===== src/rtl/ple_pkg.sv =====
// package for the positional list engine: op codes, widths, defaults
// no dependencies
`default_nettype none
package ple_pkg;
    localparam int CAPACITY_DEF   = 64;
    localparam int DATA_WIDTH_DEF = 8;
    localparam int OP_W  = 4;
    localparam int POS_W = 7;
    localparam int VAL_W = 8;

    typedef enum logic [OP_W-1:0] {
        OP_INS_HEAD = 4'd0,
        OP_INS_TAIL = 4'd1,
        OP_INS_POS  = 4'd2,
        OP_DEL_HEAD = 4'd3,
        OP_DEL_TAIL = 4'd4,
        OP_DEL_POS  = 4'd5,
        OP_SEARCH   = 4'd6,
        OP_UPD_POS  = 4'd7,
        OP_UPD_VAL  = 4'd8,
        OP_REVERSE  = 4'd9,
        OP_EMPTY    = 4'd10
    } t_op;

    typedef enum logic [2:0] {
        CA_HOLD   = 3'd0,
        CA_OPEN   = 3'd1,
        CA_CLOSE  = 3'd2,
        CA_WRITE  = 3'd3,
        CA_MIRROR = 3'd4
    } t_cell_act;

    typedef struct packed {
        t_cell_act act;
        logic      at_tgt;
        logic      after_tgt;
    } t_cell_ctl;
endpackage
`default_nettype wire


===== src/rtl/ple_cell.sv =====
// one list cell: holds an entry, shifts with its neighbors, compares
// depends on ple_pkg
`default_nettype none
module ple_cell #(
    parameter int DATA_WIDTH = 8
) (
    input  wire logic                  i_clk,
    input  wire ple_pkg::t_cell_ctl    i_ctl,
    input  wire logic [DATA_WIDTH-1:0] i_left,
    input  wire logic [DATA_WIDTH-1:0] i_right,
    input  wire logic [DATA_WIDTH-1:0] i_mirror,
    input  wire logic [DATA_WIDTH-1:0] i_wdata,
    input  wire logic [DATA_WIDTH-1:0] i_cmp,
    output logic      [DATA_WIDTH-1:0] o_data,
    output logic                       o_match
);
    import ple_pkg::*;
    logic [DATA_WIDTH-1:0] r_data, n_data;

    always_comb begin
        n_data = r_data;
        unique case (i_ctl.act)
            CA_OPEN:   if (i_ctl.at_tgt) n_data = i_wdata;
                       else if (i_ctl.after_tgt) n_data = i_left;
            CA_CLOSE:  if (i_ctl.at_tgt || i_ctl.after_tgt) n_data = i_right;
            CA_WRITE:  if (i_ctl.at_tgt) n_data = i_wdata;
            CA_MIRROR: if (i_ctl.after_tgt) n_data = i_mirror;
            default:   n_data = r_data;
        endcase
    end

    always_ff @(posedge i_clk) begin
        r_data <= n_data;
    end

    assign o_data  = r_data;
    assign o_match = (r_data == i_cmp);
endmodule
`default_nettype wire


===== config.mk =====
export PLATFORM = sky130hd
export DESIGN_NAME = ple_cell
export DESIGN_NICKNAME = d
export VERILOG_FILES = /design/src/rtl/ple_pkg.sv /design/src/rtl/ple_cell.sv
export SDC_FILE = /design/constraint.sdc
export NUM_CORES = 1
export LEC_CHECK = 0
export ABC_CLOCK_PERIOD_IN_PS = 2200
export BUFFER_PORTS_ARGS = -buffer_cell sky130_fd_sc_hd__buf_2
export CAP_MARGIN = 0
export CORE_MARGIN = 1.5
export CORE_UTILIZATION = 39
export CTS_CLUSTER_SIZE = 30
export DETAILED_ROUTE_END_ITERATION = 8
export GPL_TIMING_DRIVEN = 0
export PLACE_DENSITY = 0.89
export SLEW_MARGIN = 5
export SYNTH_ARGS = -nofsm -noshare
export SYNTH_HDL_FRONTEND = slang
export SYNTH_SLANG_ARGS = --single-unit

===== constraint.sdc =====
create_clock -name i_clk -period 2.2 [get_ports i_clk]
set_clock_uncertainty 0.15 [all_clocks]
set_input_delay 0.55 -clock i_clk [delete_from_list [all_inputs] [get_ports i_clk]]
set_output_delay 0.55 -clock i_clk [all_outputs]
set_load 0.005 [all_outputs]

Yosys cells after proc, flatten, opt, wreduce, memory -nomap -nowiden
Cells that the tools add are included.
{"block": "word_totals", "register_bits": 8, "latch_bits": 0, "ramBits": 0, "rom_bits": 0, "input_bits": 46, "out_inout_bits": 9, "wordCells": 19, "mem_count": 0}
{"block": "classes", "n_addsub": 0, "n_mul": 0, "div": 0, "order_cmp": 0, "n_eq_ne": 9, "shifts": 0, "muxes": 6, "bitwise": 0, "n_reduce_logical": 3}
{"operator": "8-bit 2-to-1 mux", "n": 5}
{"operator": "8-bit case mux with 4 select lines", "n": 1}
{"operator": "8-bit == test", "n": 1}
{"operator": "3-bit by 2-bit == test with 1-bit output (second input constant)", "n": 2}
{"operator": "2-bit inequality test (second input constant)", "n": 3}
{"operator": "5-bit AND reduction", "n": 1}
{"operator": "4-bit nonzero test", "n": 1}
{"operator": "3-bit by 1-bit == test with 1-bit output (second input constant)", "n": 1}
{"operator": "3-bit == test (second input constant)", "n": 1}
{"operator": "3-bit inequality test (second input constant)", "n": 1}
{"operator": "1-bit logical OR", "n": 1}

Logic depth before layout (Yosys ltp)
{"block": "depth", "word_depth": 3, "ltp_mapped": 4, "ltp_nobuf": 3}

Worst setup path after synthesis
OpenSTA, ideal clock, no wires.
{"block": "synth_path", "kind": "input to register", "start": "input i_ctl[2] (netlist bit)", "end": "register r_data[0], in the netlist o_data[0] (enable)", "setup_ns": 0.376, "arrival_ns": 1.539, "t_required_ns": 1.674, "setup_slack_ns": 0.135, "stages": 3, "n_path_buf": 1, "path_cell_list": "or3b_1 > buf_6 > o22ai_1"}
{"block": "synth_between", "elab_chain_cells": 3, "word_cells_on_any_way": 10, "cone_classes": "eq/ne: 8; reduce/logical: 2"}
{"element": "from (decl)", "line_no": "ple_cell.sv:8", "rtl": "input wire ple_pkg::t_cell_ctl i_ctl,"}
{"element": "3-bit by 1-bit == test with 1-bit output (tied with other cells)", "line_no": "ple_cell.sv:22", "rtl": "unique case (i_ctl.act)"}
{"element": "3-bit inequality test (no line) (tied with other cells)"}
{"element": "5-bit AND reduction (no line) *"}
{"element": "to (signal assigned)", "line_no": "ple_cell.sv:33", "rtl": "r_data <= n_data;"}
{"element": "to (decl)", "line_no": "ple_cell.sv:18", "rtl": "logic [DATA_WIDTH-1:0] r_data, n_data;"}
Every way passes the cells marked *; elsewhere a longest branch is shown, timed or not.
A chain may end at the register's enable or synchronous reset.

Final worst setup path
{"block": "layout_path", "start": "input i_ctl[4] (netlist bit)", "end": "register r_data[1], in the netlist o_data[1] (enable)"}
The elaborated chain is that of the path after synthesis.

==> impl_metrics.toml <==
[synth]
synth_top_area_frac = 0.337
synth_area_um2 = 713
synth_top_area_cell = "edfxtp_1"
syn-instance-count = 64
ys_seq_elements = 8
synth_area_per_cell_um2 = 11.1
synth.area.top_cells = "edfxtp_1, mux2_2, o221a_2"
synthDistinctLibCells = 18
synth-seq-area-share = 0.337
yosys_warnings = 0
syn_nets = 110

[grt]
grtUsageTotal = 0.181
grt_pass1_vias = 699
grt_max_degree = 11
grt_pass1_wl_um = 2720
antenna_found_initial = 0
grt-ovfl-total = 0

[finish]
register_area_um2 = 240
largest_register_ffs = 8
fin_cells = 145
synthToLayoutAreaGrowth_pct = 44.7
diodes = 0
final_cell_mix = "buf_2, nand2_1"
nets = 168
final_core_util = 0.598
drive_above_1_share = 0.650
n_fill_cell = 161
multi_input_area_um2 = 434
final_common_cell = "buf_2"

[cts]
postCtsHoldBufs = 0
post_cts_buffers = 0
root_buffer = "clkbuf_4"
clkSinkCount = 8
cts_tree = "built"
path_clk_slew_ns = 0.06
cts_buffers = 3
cts.repair.resized = 0
h-tree-depth = 1
clockBufferDepth = 2

[floorplanning]
die_x_um = 45.8
core_area_um2 = 1730
dieHeight_um = 45.8
num_rows = 15
initial_core_util = 0.413
dieArea_um2 = 2090
io_pins = 55

[routing]
drtIter0Drc = 10
wl_met1_um = 730
drc = 0
ant_nets = 0
vias = 704
routedWlPerCell_um = 12.5
viasPerCell = 4.86
dr.pass1.iters = 4
wl_met3_um = 137
routed_wl_um = 1810
highest_layer = "met4"
wl_met2_um = 914

[place]
gp_congestion = 0.735
dp_cells = 142
dpl.hpwl_um = 1470
io_buffers = 53
place_ws_ns = -0.127

[worst_setup_path]
cp_num_buf_inv = 2
path_cells = "buf_2, or3b_1, buf_6, o22ai_1"
crit_path_start_kind = "primary input"
critPathMaxStageDelay_ns = 0.57
worstPathRequired_ns = 1.93
cp_max_fo = 10
path_depth = 4
criticalPathCategory = "primary input to register"
cp-endpoint = "o_data[1]"
cp-end-kind = "register"
crit_arrival_ns = 1.79
cp_top_family = "compound AO/OA/AOI/OAI gates"
startpoint = "i_ctl[4]"
critPathSlowestCell = "o22ai_1"

[pwr]
p_per_area_nw_per_um2 = 469
power_leakage_nw = 0.482
peakVddDrop_mv = 0.186
p_total_w = 0.000484

[timing]
fmax_mhz = 486
post-route-min-period_ns = 2.06
rsz0062_at_grt = "no"
hold_viol_final = 0
tightest_slew_ns = 0.731
fin_ws_ns = 0.140
fin_tns_setup_ns = 0
slew_headroom = 0.512
post-route-period-util = 0.936
finalSetupViolCount = 0
report.final.slew_viol_count = 0

[worst_hold_path]
hold_class = "primary input to register"
hold_start = "i_mirror[3]"

[outcome]
status = "finished, final reports clean"

[flow_run]
drv_cap = 0
-- cells by family after synthesis --
family                    count (synthesis)  synth area share
buffers and inverters                     6            0.0544
and+or+nand+nor                          14            0.0947
AOI/OAI and AO/OA                        12             0.177
xor gates and xnor gates                  8            0.0982
muxes                                    16             0.239
DFF                                       8             0.337
-- layout make-up --
| class | instances | share of cell area |
|---|---|---|
| clock buffers | 3 | 0.0218 |
| multi-input cells | 50 | 0.421 |
| well taps | 25 | 0.0303 |
| plain buffers | 4 | 0.0303 |
| flip-flops and latches | 8 | 0.233 |
| repair buffers | 53 | 0.257 |
| inverters | 2 | 0.00727 |
-- layer usage --
metal	vias to the layer above	GRT usage
met2	46	0.338
li1	359	-
met1	297	0.203
met5	-	0
met3	2	0
met4	0	0.109
-- worst min-delay path by stage --
stage / slack [ns] / endpoint / depth (start not counted)
final: 0.50 / o_data[3] / 2
after global routing: 0.50 / o_data[0] / 2
after detailed placement: 0.76 / o_data[5] / 2
after CTS: 0.50 / o_data[3] / 2
after floorplan: 0.67 / o_data[0] / 1
after global placement: 0.76 / o_data[5] / 2
-- synth_stat cells --
master and count:
inv_1 2, mux2i_1 8, o21ai_4 1, and2b_2 1, nor2_1 1, or3b_1 1
edfxtp_1 8, nand2_1 9, o22a_1 1, nand4_1 2, mux2_2 8, o21ai_0 1
o221a_2 8, buf_2 2, buf_6 1, clkdlybuf4s25_2 1, o22ai_1 1, xnor2_1 8
-- metrics by stage --
step,hold slack [ns],area (um^2)
2_1_floorplan,0.669,713
3_3_place_gp,0.763,1010
3_5_place_dp,0.763,1010
4_1_cts,0.502,1030
5_1_grt,0.504,1030
6_report,0.505,1030
-- where the power goes --
part           internal (W)  leakage, nW  switching (W)
combinational     0.0000988        0.391      0.0000683
sequential         0.000193       0.0767      0.0000112
clock             0.0000624       0.0138      0.0000501
total              0.000354        0.482       0.000130
Note: power is estimated with default switching activity, not from simulation.
